`config.mk`:
```
export PLATFORM = sky130hd
export DESIGN_NAME = radix_digit_converter_flat
export DESIGN_NICKNAME = d
export VERILOG_FILES = /design/src/rtl/rdc_pkg.sv /design/src/rtl/rdc_if.sv /design/src/rtl/radix_digit_converter.sv /design/src/flat_wrapper.sv
export VERILOG_INCLUDE_DIRS = /design/src /design/src/rtl
export SDC_FILE = /design/constraint.sdc
export NUM_CORES = 1
export LEC_CHECK = 0
export BUFFER_PORTS_ARGS = -buffer_cell sky130_fd_sc_hd__clkbuf_2
export CAP_MARGIN = 20
export CORE_ASPECT_RATIO = 1.2
export CORE_MARGIN = 4
export CORE_UTILIZATION = 40
export CTS_CLUSTER_DIAMETER = 30
export CTS_CLUSTER_SIZE = 25
export DETAILED_ROUTE_END_ITERATION = 6
export PLACE_DENSITY = 0.66
export SKIP_LAST_GASP = 1
export SLEW_MARGIN = 40
export SYNTH_ARGS = -nofsm -noshare
export SYNTH_HDL_FRONTEND = slang
export SYNTH_SLANG_ARGS = --single-unit
export TNS_END_PERCENT = 1
```
`constraint.sdc`:
```
create_clock -name clk -period 7.1 [get_ports clk]
set_clock_uncertainty 0.05 [all_clocks]
set_input_delay 1.42 -clock clk [delete_from_list [all_inputs] [get_ports clk]]
set_output_delay 1.42 -clock clk [all_outputs]
set_load 0.01 [all_outputs]
```
`src/rtl/radix_digit_converter_assert.svh`:
```
//------------------------------------------------------------------------------
// Radix digit converter assertion macros
// Shared concurrent assertion forms, clocked on clk and disabled in reset.
//------------------------------------------------------------------------------
`ifndef RADIX_DIGIT_CONVERTER_ASSERT_SVH
`define RADIX_DIGIT_CONVERTER_ASSERT_SVH

// The consequent must hold in the same cycle as the antecedent.
`define RDC_ASSERT_SAME(label, ante, cons, msg) \
    label: assert property (@(posedge clk) disable iff (!rst_n) (ante) |-> (cons)) \
        else $error(msg);

// The consequent must hold in the cycle after the antecedent.
`define RDC_ASSERT_NEXT(label, ante, cons, msg) \
    label: assert property (@(posedge clk) disable iff (!rst_n) (ante) |=> (cons)) \
        else $error(msg);

`endif

```
`src/rtl/rdc_pkg.sv`:
```
//------------------------------------------------------------------------------
// Radix digit converter package
// Register codes, character constants, microcode word format and program.
//------------------------------------------------------------------------------
package rdc_pkg;

    // Configuration port widths and register indexes.
    localparam int CFG_INDEX_BITS = 2;
    localparam int CFG_DATA_BITS  = 6;

    typedef enum logic [CFG_INDEX_BITS-1:0] {
        CFG_RADIX       = 2'd0,
        CFG_FIELD_WIDTH = 2'd1
    } cfg_reg_t;

    localparam logic [5:0] RADIX_RESET = 6'd10;
    localparam logic [5:0] RADIX_MIN   = 6'd2;
    localparam logic [5:0] RADIX_MAX   = 6'd36;
    localparam logic [4:0] FIELD_WIDTH_RESET = 5'd12;

    localparam logic [6:0] CHAR_SPACE = 7'd32;
    localparam logic [6:0] CHAR_ZERO  = 7'd48;
    // 'A' minus ten, so that digit ten maps to 'A'.
    localparam logic [6:0] CHAR_ALPHA_BASE = 7'd55;

    // Program counter of the sequencer.
    typedef logic [2:0] step_t;

    localparam step_t STEP_IDLE     = 3'd0;
    localparam step_t STEP_DIV_INIT = 3'd1;
    localparam step_t STEP_DIV_BIT  = 3'd2;
    localparam step_t STEP_STORE    = 3'd3;
    localparam step_t STEP_FETCH    = 3'd4;
    localparam step_t STEP_EMIT     = 3'd5;

    // Jump conditions.
    typedef enum logic [2:0] {
        COND_ALWAYS    = 3'd0,
        COND_IN_VALID  = 3'd1,
        COND_DIV_LAST  = 3'd2,
        COND_MORE      = 3'd3,
        COND_LAST_CHAR = 3'd4
    } cond_t;

    // One control word: datapath strobes, a jump condition and two targets.
    typedef struct packed {
        logic  in_ready;
        logic  div_init;
        logic  div_bit;
        logic  store_digit;
        logic  emit_load;
        logic  wait_out;
        cond_t cond;
        step_t jump;
        step_t next;
    } ucode_t;

    // Control store.
    function automatic ucode_t ucode_rom(input step_t pc);
        ucode_t w;
        w = '{in_ready: 1'b0, div_init: 1'b0, div_bit: 1'b0, store_digit: 1'b0,
              emit_load: 1'b0, wait_out: 1'b0, cond: COND_ALWAYS,
              jump: STEP_IDLE, next: STEP_IDLE};
        unique case (pc)
            STEP_IDLE:
            begin
                w.in_ready = 1'b1;
                w.cond     = COND_IN_VALID;
                w.jump     = STEP_DIV_INIT;
                w.next     = STEP_IDLE;
            end
            STEP_DIV_INIT:
            begin
                w.div_init = 1'b1;
                w.jump     = STEP_DIV_BIT;
            end
            STEP_DIV_BIT:
            begin
                w.div_bit = 1'b1;
                w.cond    = COND_DIV_LAST;
                w.jump    = STEP_STORE;
                w.next    = STEP_DIV_BIT;
            end
            STEP_STORE:
            begin
                w.store_digit = 1'b1;
                w.cond        = COND_MORE;
                w.jump        = STEP_DIV_INIT;
                w.next        = STEP_FETCH;
            end
            STEP_FETCH:
            begin
                w.jump = STEP_EMIT;
            end
            STEP_EMIT:
            begin
                w.emit_load = 1'b1;
                w.wait_out  = 1'b1;
                w.cond      = COND_LAST_CHAR;
                w.jump      = STEP_IDLE;
                w.next      = STEP_FETCH;
            end
            default:
            begin
                w.jump = STEP_IDLE;
            end
        endcase
        return w;
    endfunction

    // Digit 0..35 to its ASCII character.
    function automatic logic [6:0] glyph(input logic [5:0] d);
        logic [6:0] c;
        if (d < 6'd10)
        begin
            c = CHAR_ZERO + 7'(d);
        end
        else
        begin
            c = CHAR_ALPHA_BASE + 7'(d);
        end
        return c;
    endfunction

endpackage

```
`src/rtl/rdc_if.sv`:
```
//------------------------------------------------------------------------------
// Radix digit converter channels
// Valid/ready channels for values, characters and register writes.
//------------------------------------------------------------------------------

// Value request channel.
interface rdc_value_if #(
    parameter int VALUE_BITS = 16
);
    logic                  valid;
    logic                  ready;
    logic [VALUE_BITS-1:0] value;

    modport source (output valid, output value, input ready);
    modport sink   (input valid, input value, output ready);
endinterface

// Character request channel.
interface rdc_char_if;
    logic       valid;
    logic       ready;
    logic [6:0] character;
    logic       last_char;

    modport source (output valid, output character, output last_char, input ready);
    modport sink   (input valid, input character, input last_char, output ready);
endinterface

// Register write channel.
interface rdc_cfg_if;
    logic                               valid;
    logic                               ready;
    logic [rdc_pkg::CFG_INDEX_BITS-1:0] index;
    logic [rdc_pkg::CFG_DATA_BITS-1:0]  data;

    modport source (output valid, output index, output data, input ready);
    modport sink   (input valid, input index, input data, output ready);
endinterface

```
`src/rtl/radix_digit_converter.sv`:
```
//------------------------------------------------------------------------------
// Radix digit converter
// Converts an unsigned value to ASCII digits in base 2 to 36, padded with
// trailing spaces to a minimum field width.
//------------------------------------------------------------------------------
// One value is handled at a time. A small microcoded sequencer drives a
// bit-serial restoring divider: each digit takes a setup step, one quotient
// bit per cycle, then a store step, and each output character then takes a
// digit store read and an output load, the load waiting while the output side
// stalls. The last character sits in an output register, so the next value
// is accepted while it waits to be taken. Register writes are taken at any
// time and must be made while idle.
//------------------------------------------------------------------------------
`include "radix_digit_converter_assert.svh"

module radix_digit_converter #(
    parameter int MAX_DIGITS = 16,
    parameter int VALUE_BITS = 16
) (
    input  logic       clk,
    input  logic       rst_n,
    rdc_value_if.sink  value_chan,
    rdc_char_if.source char_chan,
    rdc_cfg_if.sink    cfg_chan
);

    localparam int CW = $clog2(MAX_DIGITS + 1);
    localparam int AW = $clog2(MAX_DIGITS);
    localparam int BW = $clog2(VALUE_BITS);

    // Configuration registers.
    logic [5:0] radix_reg;
    logic [4:0] field_width_reg;

    // Sequencer.
    rdc_pkg::step_t  pc_reg;
    rdc_pkg::step_t  pc_next;
    rdc_pkg::ucode_t ctl;
    logic            cond_true;

    // Datapath.
    logic [VALUE_BITS-1:0] quot_reg;
    logic [5:0]            rem_reg;
    logic [BW-1:0]         bit_cnt_reg;
    logic [CW-1:0]         digit_count_reg;
    logic [CW-1:0]         emit_index_reg;
    logic [5:0]            digit_store [MAX_DIGITS];
    logic [5:0]            rd_data_reg;

    // Output register.
    logic       out_valid_reg;
    logic [6:0] char_reg;
    logic       last_reg;

    logic             in_accept;
    logic             out_free;
    logic             emit_go;
    logic [6:0]       trial;
    logic             trial_ge;
    logic [CW-1:0]    width_clamped;
    logic [CW-1:0]    total;
    logic             is_last;
    logic             more_digits;
    logic [CW-1:0]    rd_diff;
    logic [AW-1:0]    rd_addr;

    // Register writes, with the base saturated into range.
    assign cfg_chan.ready = 1'b1;

    always_ff @(posedge clk or negedge rst_n)
    begin
        if (!rst_n)
        begin
            radix_reg       <= rdc_pkg::RADIX_RESET;
            field_width_reg <= rdc_pkg::FIELD_WIDTH_RESET;
        end
        else if (cfg_chan.valid)
        begin
            if (cfg_chan.index == rdc_pkg::CFG_RADIX)
            begin
                priority if (cfg_chan.data < rdc_pkg::RADIX_MIN)
                begin
                    radix_reg <= rdc_pkg::RADIX_MIN;
                end
                else if (cfg_chan.data > rdc_pkg::RADIX_MAX)
                begin
                    radix_reg <= rdc_pkg::RADIX_MAX;
                end
                else
                begin
                    radix_reg <= cfg_chan.data;
                end
            end
            else if (cfg_chan.index == rdc_pkg::CFG_FIELD_WIDTH)
            begin
                field_width_reg <= cfg_chan.data[4:0];
            end
        end
    end

    // Control word fetch and status used by the jump conditions.
    assign ctl       = rdc_pkg::ucode_rom(pc_reg);
    assign in_accept = ctl.in_ready && value_chan.valid;
    assign value_chan.ready = ctl.in_ready;
    assign out_free  = !out_valid_reg || char_chan.ready;
    assign emit_go   = ctl.emit_load && out_free;

    assign width_clamped = (32'(field_width_reg) > MAX_DIGITS) ? CW'(MAX_DIGITS)
                                                                : CW'(field_width_reg);
    assign total       = (digit_count_reg > width_clamped) ? digit_count_reg : width_clamped;
    assign is_last     = (emit_index_reg + CW'(1)) == total;
    assign more_digits = (quot_reg != '0) && ((32'(digit_count_reg) + 32'd1) < MAX_DIGITS);

    always_comb
    begin
        unique case (ctl.cond)
            rdc_pkg::COND_ALWAYS:    cond_true = 1'b1;
            rdc_pkg::COND_IN_VALID:  cond_true = value_chan.valid;
            rdc_pkg::COND_DIV_LAST:  cond_true = (bit_cnt_reg == '0);
            rdc_pkg::COND_MORE:      cond_true = more_digits;
            rdc_pkg::COND_LAST_CHAR: cond_true = is_last;
            default:                 cond_true = 1'b0;
        endcase
    end

    // Next step: hold while the output is blocked, else branch.
    always_comb
    begin
        priority if (ctl.wait_out && !out_free)
        begin
            pc_next = pc_reg;
        end
        else if (cond_true)
        begin
            pc_next = ctl.jump;
        end
        else
        begin
            pc_next = ctl.next;
        end
    end

    always_ff @(posedge clk or negedge rst_n)
    begin
        if (!rst_n)
        begin
            pc_reg <= rdc_pkg::STEP_IDLE;
        end
        else
        begin
            pc_reg <= pc_next;
        end
    end

    // Restoring divider trial subtraction, one quotient bit per cycle.
    assign trial    = {rem_reg, quot_reg[VALUE_BITS-1]};
    assign trial_ge = trial >= {1'b0, radix_reg};

    always_ff @(posedge clk or negedge rst_n)
    begin
        if (!rst_n)
        begin
            digit_count_reg <= '0;
            emit_index_reg  <= '0;
            bit_cnt_reg     <= '0;
        end
        else
        begin
            if (in_accept)
            begin
                digit_count_reg <= '0;
                emit_index_reg  <= '0;
            end
            if (ctl.div_init)
            begin
                bit_cnt_reg <= BW'(VALUE_BITS - 1);
            end
            else if (ctl.div_bit)
            begin
                bit_cnt_reg <= bit_cnt_reg - BW'(1);
            end
            if (ctl.store_digit)
            begin
                digit_count_reg <= digit_count_reg + CW'(1);
            end
            if (emit_go)
            begin
                emit_index_reg <= emit_index_reg + CW'(1);
            end
        end
    end

    // Dividend/quotient and remainder.
    always_ff @(posedge clk)
    begin
        if (in_accept)
        begin
            quot_reg <= value_chan.value;
        end
        else if (ctl.div_bit)
        begin
            quot_reg <= {quot_reg[VALUE_BITS-2:0], trial_ge};
        end
        if (ctl.div_init)
        begin
            rem_reg <= '0;
        end
        else if (ctl.div_bit)
        begin
            rem_reg <= trial_ge ? 6'(trial - {1'b0, radix_reg}) : trial[5:0];
        end
    end

    // Digit store: least significant digit at entry zero, read back reversed.
    assign rd_diff = digit_count_reg - emit_index_reg - CW'(1);
    assign rd_addr = rd_diff[AW-1:0];

    always_ff @(posedge clk)
    begin
        if (ctl.store_digit)
        begin
            digit_store[digit_count_reg[AW-1:0]] <= rem_reg;
        end
        rd_data_reg <= digit_store[rd_addr];
    end

    // Output register: digits first, then padding spaces.
    always_ff @(posedge clk or negedge rst_n)
    begin
        if (!rst_n)
        begin
            out_valid_reg <= 1'b0;
        end
        else if (emit_go)
        begin
            out_valid_reg <= 1'b1;
        end
        else if (char_chan.ready)
        begin
            out_valid_reg <= 1'b0;
        end
    end

    always_ff @(posedge clk)
    begin
        if (emit_go)
        begin
            char_reg <= (emit_index_reg < digit_count_reg) ? rdc_pkg::glyph(rd_data_reg)
                                                           : rdc_pkg::CHAR_SPACE;
            last_reg <= is_last;
        end
    end

    assign char_chan.valid     = out_valid_reg;
    assign char_chan.character = char_reg;
    assign char_chan.last_char = last_reg;

    // Checks on the sequencer and datapath.
    `RDC_ASSERT_SAME(a_no_overrun, emit_go, emit_index_reg < total, "character past end of run")
    `RDC_ASSERT_SAME(a_store_room, ctl.store_digit, 32'(digit_count_reg) < MAX_DIGITS,
        "digit store overflow")
    `RDC_ASSERT_SAME(a_rem_range, ctl.div_bit || ctl.store_digit, rem_reg < radix_reg,
        "remainder not below base")
    `RDC_ASSERT_NEXT(a_done_idle, emit_go && is_last, pc_reg == rdc_pkg::STEP_IDLE,
        "sequencer did not return to idle after last character")

endmodule
```
`src/flat_wrapper.sv`:
```
// flat-port wrapper written by rule: the top's interface ports become plain ports
module radix_digit_converter_flat 
#(
    parameter int MAX_DIGITS = 16,
    parameter int VALUE_BITS = 16
)
  (clk, rst_n, value_chan_valid, value_chan_value, value_chan_ready, char_chan_valid, char_chan_character, char_chan_last_char, char_chan_ready, cfg_chan_valid, cfg_chan_index, cfg_chan_data, cfg_chan_ready);
  rdc_value_if #(.VALUE_BITS(VALUE_BITS)) value_chan_i ();
  rdc_char_if char_chan_i ();
  rdc_cfg_if cfg_chan_i ();
  input  logic clk;
  input  logic rst_n;
  input wire logic [$bits(value_chan_i.valid)-1:0] value_chan_valid;
  input wire logic [$bits(value_chan_i.value)-1:0] value_chan_value;
  output wire logic [$bits(value_chan_i.ready)-1:0] value_chan_ready;
  output wire logic [$bits(char_chan_i.valid)-1:0] char_chan_valid;
  output wire logic [$bits(char_chan_i.character)-1:0] char_chan_character;
  output wire logic [$bits(char_chan_i.last_char)-1:0] char_chan_last_char;
  input wire logic [$bits(char_chan_i.ready)-1:0] char_chan_ready;
  input wire logic [$bits(cfg_chan_i.valid)-1:0] cfg_chan_valid;
  input wire logic [$bits(cfg_chan_i.index)-1:0] cfg_chan_index;
  input wire logic [$bits(cfg_chan_i.data)-1:0] cfg_chan_data;
  output wire logic [$bits(cfg_chan_i.ready)-1:0] cfg_chan_ready;
  assign value_chan_i.valid = value_chan_valid;
  assign value_chan_i.value = value_chan_value;
  assign value_chan_ready = value_chan_i.ready;
  assign char_chan_valid = char_chan_i.valid;
  assign char_chan_character = char_chan_i.character;
  assign char_chan_last_char = char_chan_i.last_char;
  assign char_chan_i.ready = char_chan_ready;
  assign cfg_chan_i.valid = cfg_chan_valid;
  assign cfg_chan_i.index = cfg_chan_index;
  assign cfg_chan_i.data = cfg_chan_data;
  assign cfg_chan_ready = cfg_chan_i.ready;
  radix_digit_converter #(.MAX_DIGITS(MAX_DIGITS), .VALUE_BITS(VALUE_BITS)) u_core (.clk(clk), .rst_n(rst_n), .value_chan(value_chan_i), .char_chan(char_chan_i), .cfg_chan(cfg_chan_i));
endmodule
```
# [Yosys cells after proc, flatten, opt, wreduce, memory -nomap -nowiden]
# Memory sizes are Yosys's and may differ from the RTL's. A register that Yosys moved wholly into a read port is not among the register bits.
# Index checks and enable logic that the tools add are counted.
# W data, S select, Z words.
[classes] order_cmp=8 reduce_logical=21 addsub=9 bitwise=1 mux=27 n_eq_ne=11
[op_table] op="$lt A32 B5 Y1 const B" n=1
[op_table] op="$mux W16" n=2
[op_table] op="$mux W5" n=5
[op_table] op="$pmux W3 S4" n=2
[op_table] op="$mux W6" n=3
[op_table] op="$reduce_bool A16 Y1" n=1
[op_table] op="$add A6 B6 Y7 const A" n=2
[op_table] op="$eq A3 B2 Y1 const B" n=4
[op_table] op="$add A5 B1 Y5 const B" n=2
[op_table] op="$reduce_bool A2 Y1" n=5
[op_table] op="$eq A3 B3 Y1 const B" n=3
[op_table] op="$mux W1" n=8
[op_table] op="$mux W4" n=2
[op_table] op="$sub A4 B1 Y4 const B" n=2
[op_table] op="$ge A7 B6 Y1" n=1
[op_table] op="$mux W7" n=1
[op_table] op="$add A5 B1 Y6 const B" n=1
[op_table] op="$eq A3 B1 Y1 const B" n=2
[op_table] op="$gt A6 B6 Y1 const B" n=1
[op_table] op="$logic_not A3 Y1" n=2
[op_table] op="$lt A6 B2 Y1 const B" n=1
[op_table] op="$lt A6 B4 Y1 const B" n=1
[op_table] op="$pmux W3 S2" n=1
[op_table] op="$sub A6 B6 Y6" n=1
[op_table] op="other kinds (18)" n=23
[totals] output_inout_bits=11 memories=1 inputBits=29 word_cells=89 ramBits=96 reg_bits=59
[memory_table] name="u_core.digit_store" depth=16 word_bits=6 read_ports=1 rd_clocked_by_memory_dff=1 write_ports=1 line="radix_digit_converter.sv:47" text="logic [5:0] digit_store [MAX_DIGITS];"

# [Longest topological paths before layout]
# Gate-level depths: netlist (run 1).
[logic_depth] depth_word=7 mapped_depth=11 mapped_depth_nobuf=11

# [Least setup slack after synthesis (run 1)]
# Ideal clock, no wire load.
[synth_timing] path_kind="in2reg" from="input port value_chan_valid" to="register u_core.quot_reg[0], enable pin" required_time_ps=6686 path_buffers=1 setup_ps=364 setup_slack_ps=4436 t_arrival_ps=2250 cell_stages=3 cell_sequence="nand2_1 -> clkbuf_1 -> nand2_1"
[synth_between] elab_chain_cells=2
[synth_lines] element="start, declared" line="flat_wrapper.sv:13" text="input wire logic [$bits(value_chan_i.valid)-1:0] value_chan_valid;"
[synth_lines] element="$logic_and A1 B1 Y1" line="radix_digit_converter.sv:103" text="assign in_accept = ctl.in_ready && value_chan.valid;"
[synth_lines] element="$reduce_bool A2 Y1 (no source line)"
[synth_lines] element="end signal, assigned" line="radix_digit_converter.sv:198" text="quot_reg <= value_chan.value;"
[synth_lines] element="end signal, assigned" line="radix_digit_converter.sv:202" text="quot_reg <= {quot_reg[VALUE_BITS-2:0], trial_ge};"
[synth_lines] element="end, declared" line="radix_digit_converter.sv:42" text="logic [VALUE_BITS-1:0] quot_reg;"
# No other way between the ends.
# A chain may end at the register's enable or synchronous reset.

# [Worst setup path after layout (run 1)]
[layout_timing] from="register u_core.pc_reg[0]" to="output port value_chan_ready"
[layout_between] elab_chain_cells=2
[layout_lines] element="start, declared" line="radix_digit_converter.sv:36" text="rdc_pkg::step_t pc_reg;"
[layout_lines] element="start signal, assigned" line="radix_digit_converter.sv:147" text="pc_reg <= rdc_pkg::STEP_IDLE;"
[layout_lines] element="start signal, assigned" line="radix_digit_converter.sv:151" text="pc_reg <= pc_next;"
[layout_lines] element="$logic_not A3 Y1" line="rdc_pkg.sv:64" text="unique case (pc)"
[layout_lines] element="$mux W1" line="rdc_pkg.sv:64"
[layout_lines] element="end, declared" line="flat_wrapper.sv:15" text="output wire logic [$bits(value_chan_i.ready)-1:0] value_chan_ready;"
# No other way between the ends.

==> results of run 1 <==
cell usage after synthesis, drive strengths merged, types with 10 or more instances:
library cell  instances  share of area, %
o21ai                41               2.8
dfrtp                25               8.4
nand3                15               1.0
and2                 14               1.2
clkbuf               13              0.66
edfxtp              120                49
mux2                 10               1.5
nand2                87               4.4
inv                  32               1.6
nor2                 24               1.2
mux4                 24               7.3
mux2i                14               1.9
a21oi                18               1.2
dfxtp                12               3.2
xnor2                11               1.3
ha                   27               4.5
routing by layer:
layer	GRT usage (%)	vias to the layer above	share of wire (%)
li1	-	2154	-
met3	3.549	20	4.7
met2	26.39	142	52
met4	6.436	0	1.7
met1	17.59	2237	41
met5	0	-	0
cell type report:
cell class	instances	share of cell area, %
Clock inverter	12	1.865
Multi-Input combinational cell	357	31.56
Timing Repair Buffer	40	2.428
Clock buffer	20	5.285
Tap cell	224	3.316
Sequential cell	161	54.12
Inverter	32	1.421
power breakdown:
| part | internal, mW | switching, mW |
|---|---|---|
| Sequential | 1.17 | 0.144 |
| Clock | 0.565 | 0.365 |
| Combinational | 0.692 | 0.754 |
worst max-delay path: cells and delay by family (launching register included):
family | cells | cell delay (ns)
buf+inv | 1 | 0.22
flops | 1 | 0.52
simple gates | 1 | 0.41
cell families after synthesis:
family          after synthesis
compound gates               83
xor+xnor                     18
other cells                   1
mux                          48
fa+ha+maj                    30
buf+inv                      51
flops                       161
simple gates                177
worst paths after layout:
| path | startpoint | end | cells after the start |
|---|---|---|---|
| min in group asynchronous | rst_n | u_core.emit_index_reg[2] | 1 |
| min | u_core.field_width_reg[2] | u_core.field_width_reg[2] | 2 |
| max | u_core.pc_reg[0] | value_chan_ready | 2 |
| max in group asynchronous | rst_n | u_core.radix_reg[4] | 1 |
| min reg2reg | u_core.field_width_reg[2] | u_core.field_width_reg[2] | 2 |
| max reg2reg | u_core.rem_reg[0] | u_core.rem_reg[1] | 8 |
per-stage QoR:
step / util [%] / instances
after floorplan: - / 569
after global routing: 46.33 / 846
after CTS: 46.33 / 846
after global placement: 42.94 / 814
final: 46.33 / 846
after detailed placement: 43.02 / 814
==> flow_summary.ini, run 1 <==
[die]
floorplan.initialDensity_pct = 40.71
core_area_sq_um = 18240
die_width_microns = 132.4
io_pins = 40
rows = 54
floorplan.die.height_microns = 157.3
fp.dieArea_sq_um = 20820

[placed_design]
pre_cts_setup_slack_ns = 4.067
placement.cell_area_sq_um = 7848
port_buffers = 38
gp_congestion = 0.8730
hpwl_mm = 10.80

[synthesis]
part_of_the_yosys_area_used_for_sequential_elements_pct = 61.60
synth.net_count = 627
synth_xor_area_share_pct = 2.123
yosys.area_share.adder_pct = 5.223
number_of_flops_mapped_to_enable_cells_by_yosys = 120
synthArstFlopShare_pct = 18.01
synth-simple-area-share_pct = 11.12
post_synth_mux_area_share_pct = 10.68
largest_family_of_logic_cells_by_synthesized_area = simple AND/OR/NAND/NOR gates
ys_ff_latch = 161
yosys_warnings = 0
post_synthesis_cells = 569
synth_compound_area_share_pct = 6.521
synth.avg_cell_area_sq_um = 13.05
synthDistinctLibCells = 53
synth_top_flop_cell = sky130_fd_sc_hd__edfxtp_1
mappedNetlistArea_sq_um = 7426

[final_layout]
n_fill_cell = 1611
largest_register_ffs = 96
final_cell_area_sq_um = 8452
layout_commonest_cell = sky130_fd_sc_hd__edfxtp_1
seq_area_sq_um = 4574
areaGrowthSynthToFinish_pct = 13.82
highest_count_cells_in_the_layout_ignoring_fill_and_taps = sky130_fd_sc_hd__edfxtp_1, sky130_fd_sc_hd__nand2_1, sky130_fd_sc_hd__o21ai_0, sky130_fd_sc_hd__clkbuf_2, sky130_fd_sc_hd__inv_1
finish.net_count = 667
antenna_cells = 0
area_of_the_multi_input_gates_sq_um = 2668
post_route_cells_drive_above_1_share_pct = 18.33

[critical_path]
worst_setup_path_end_kind = output port
crit_required_ns = 5.63
crit_path_cell_trace = nor3_1, clkbuf_2
critical_path_arrival_ns = 1.58
critical_path.slowest_cell = sky130_fd_sc_hd__dfrtp_1
worst_path_largest_cell_delay_ns = 0.52
regToRegSetupSlack_ns = 4.27
criticalPathCategory = flip-flop to output port
path_max_fanout = 14
startpoint_type = flip-flop

[grt]
number_of_antenna_violations_at_the_first_check_in_global_routing = 0
first_global_vias = 4741
gr-total-overflow = 0
grt_use_total_pct = 14.97
grt_max_degree = 30
grt_first_pass_wirelength_mm = 24.25

[sta]
final_hold_viol_count = 0
maxClockFrequency_mhz = 328.0
setup-tns-final_ns = 0
finalSetupViolCount = 0
slew_headroom_pct = 53.01
setup_ws_ns = 4.052
tightestPinTransition_ns = 0.7049
fin_hold_ws_ns = 0.4715
layout_min_cycle_time_ns = 3.048
rsz0062_at_grt = false
final_clock_period_utilization_by_the_worst_path_pct = 42.93
slew_violations = 0

[cts]
post_cts_repair_timing_setup_buffer_count = 0
cts_hold_buffers = 0
clock-sinks = 161
cts-root-buf = sky130_fd_sc_hd__clkbuf_16
cts_made_buffers = 17
clock_tree_from_tritoncts = built
path_clk_slew_ns = 0.06
htree_depth = 4
clock_latency_ns = 0.43
cts_max_path_buffers = 2
post_cts_resized = 0

[routing]
route.antenna.remaining_nets = 0
route.vias.total = 4553
drc_marker_count_from_the_first_detailed_route_iteration = 308
wl_mm = 14.87
drt-vias-per-instance = 5.382
routed_wire_length_per_instance_microns = 17.57
number_of_remaining_drc_errors = 0
detailedRoute.firstPassIterationCount = 5

[power_and_ir_drop]
ir_worst_vdd_mv = 0.2311
total_leakage_power_nw = 3.367
total_power_mw = 3.685
powerDensity_nw_per_um2 = 436.0

[run_status]
run_status = finished, final reports clean

[min_path]
worst_hold_path_type = flip-flop to flip-flop

[flow_run]
drv.max_cap_violation_count = 0
Power figures use the tool's default switching activity.
==> inputs of run 2 (changes only) <==
==> constraint.sdc (replaced) <==
create_clock -name clk -period 3.15 [get_ports clk]
set_clock_uncertainty 0.05 [all_clocks]
set_input_delay 0.63 -clock clk [delete_from_list [all_inputs] [get_ports clk]]
set_output_delay 0.63 -clock clk [all_outputs]
set_load 0.01 [all_outputs]
==> run 2 against run 1 <==
  * Clock power up 120%
  * Worst setup slack got worse by 3.5 ns
  * Sequential cell count is the same
  * Register-to-register slack worse by 3.7 ns
  * Total power increased by 130%
  * Combinational power is 130% higher
  * Critical endpoint is now u_core.rem_reg[1]
  * Highest routed layer unchanged
==> flow_summary.ini, run 2 (synthesis results as in run 1) <==
[run_status]
run_status = finished, final reports clean

[sta]
final_clock_period_utilization_by_the_worst_path_pct = 82.27
maxClockFrequency_mhz = 385.9
final_hold_viol_count = 0
tightestPinTransition_ns = 0.6870
layout_min_cycle_time_ns = 2.591
slew_headroom_pct = 54.14
setup_ws_ns = 0.5585
rsz0062_at_grt = false
slew_violations = 0
finalSetupViolCount = 0
setup-tns-final_ns = 0

[critical_path]
crit_path_start = u_core.radix_reg[1]
criticalPathCategory = flip-flop to flip-flop
path_max_fanout = 7
startpoint_type = flip-flop
crit-reg2reg-launch = u_core.radix_reg[1]
critical_path_arrival_ns = 2.86
crit_required_ns = 3.42
worst_setup_path_end_kind = flip-flop

[routing]
route.vias.total = 4624
drc_marker_count_from_the_first_detailed_route_iteration = 282
drt-vias-per-instance = 5.402
routed_wire_length_per_instance_microns = 18.26
detailedRoute.firstPassIterationCount = 7
number_of_remaining_drc_errors = 0
route.antenna.remaining_nets = 0
wl_mm = 15.63

[grt]
first_global_vias = 4721
grt_use_total_pct = 15.51
gr-total-overflow = 0
number_of_antenna_violations_at_the_first_check_in_global_routing = 0
grt_first_pass_wirelength_mm = 24.85
grt_max_degree = 30

[final_layout]
area_of_the_multi_input_gates_sq_um = 2653
areaGrowthSynthToFinish_pct = 14.64
finish.net_count = 677
highest_count_cells_in_the_layout_ignoring_fill_and_taps = sky130_fd_sc_hd__edfxtp_1, sky130_fd_sc_hd__nand2_1, sky130_fd_sc_hd__o21ai_0, sky130_fd_sc_hd__clkbuf_2, sky130_fd_sc_hd__inv_1
antenna_cells = 0
largest_register_ffs = 96
layout_commonest_cell = sky130_fd_sc_hd__edfxtp_1
layout.core_utilization_pct = 46.67
seq_area_sq_um = 4574
post_route_cells_drive_above_1_share_pct = 19.46
n_fill_cell = 1599
filler_free_cell_count_of_the_finished_design = 856

[cts]
post_cts_resized = 0
cts_max_path_buffers = 2
cts_hold_buffers = 0
clock_tree_from_tritoncts = built
post_cts_repair_timing_setup_buffer_count = 0
clock-sinks = 161
htree_depth = 4
cts-root-buf = sky130_fd_sc_hd__clkbuf_16
clock_latency_ns = 0.42
cts_made_buffers = 17
path_clk_slew_ns = 0.06

[placed_design]
hpwl_mm = 11.16
port_buffers = 38
gp_congestion = 0.8136
dpl.cell_count = 824
pre_cts_setup_slack_ns = 0.6103

[power_and_ir_drop]
ir_worst_vdd_mv = 0.7520
total_leakage_power_nw = 3.425
powerDensity_nw_per_um2 = 984.8
total_power_mw = 8.384

[die]
die_width_microns = 132.4
core_area_sq_um = 18240
floorplan.die.height_microns = 157.3
rows = 54
io_pins = 40
floorplan.initialDensity_pct = 40.71
fp.dieArea_sq_um = 20820

[flow_run]
drv.max_cap_violation_count = 0

[min_path]
worst_hold_path_type = primary input to asynchronous set/reset pin
-- run 2: changes by cell type in the layout (fill, tap and decap cells not counted), sizes merged --
cell,delta
buf,+10
inv,+4
clkinvlp,-3
clkbuf,-2
clkinv,+2
bufinv,-1
-- run 2: per-stage QoR --
step	hold WS, ns	cell area [sq um]
5_1_grt	0.2371	8513
6_report	0.1901	8513
3_3_place_gp	0.4589	7908
2_1_floorplan	0.2844	7426
3_5_place_dp	0.4580	7908
4_1_cts	0.2195	8513
-- run 2: layout make-up --
type / count / share of cell area (%)
Clock buffer: 18 / 5.159
Clock inverter: 14 / 1.955
Inverter: 32 / 1.411
Multi-Input combinational cell: 357 / 31.16
Sequential cell: 161 / 53.73
Tap cell: 224 / 3.292
Timing Repair Buffer: 50 / 3.292
-- run 2: worst max-delay path, cell delays in order, from the launching register on --
cell	delay (ns)
sky130_fd_sc_hd__dfstp_2	0.55
sky130_fd_sc_hd__inv_1	0.06
sky130_fd_sc_hd__ha_1	0.28
sky130_fd_sc_hd__nor2b_1	0.14
sky130_fd_sc_hd__o21ai_1	0.16
sky130_fd_sc_hd__a21boi_1	0.12
sky130_fd_sc_hd__o31ai_1	0.31
sky130_fd_sc_hd__and3_1	0.40
sky130_fd_sc_hd__mux2i_1	0.14
sky130_fd_sc_hd__a32o_1	0.27
-- run 2: report_power, final --
part           leakage (nW)  internal (mW)  total, mW  switching, mW
Sequential             1.61           2.63       2.92          0.292
Combinational          1.52           1.58       3.38           1.80
Clock                 0.300           1.21       2.09          0.872
Total                  3.43           5.42       8.38           2.96
-- run 2: worst paths after layout --
check / to / slack (ns) / cells past startpoint
setup reg to reg: u_core.rem_reg[1] / 0.56 / 9
setup / recovery: u_core.rem_reg[1] / 0.56 / 9
hold / removal: u_core.emit_index_reg[4] / 0.19 / 1
hold reg to reg: u_core.field_width_reg[2] / 0.47 / 2
min in group clk: u_core.field_width_reg[0] / 0.41 / 2
max in group asynchronous: u_core.radix_reg[5] / 2.43 / 1
-- run 2: routing by layer --
layer / wire (microns) / GRT usage, % / vias up
met4: 378 / 6.733 / 0
met5: 0 / 0 / -
met3: 687 / 3.197 / 25
li1: - / - / 2182
met2: 8223 / 27.71 / 132
met1: 6338 / 18.19 / 2285
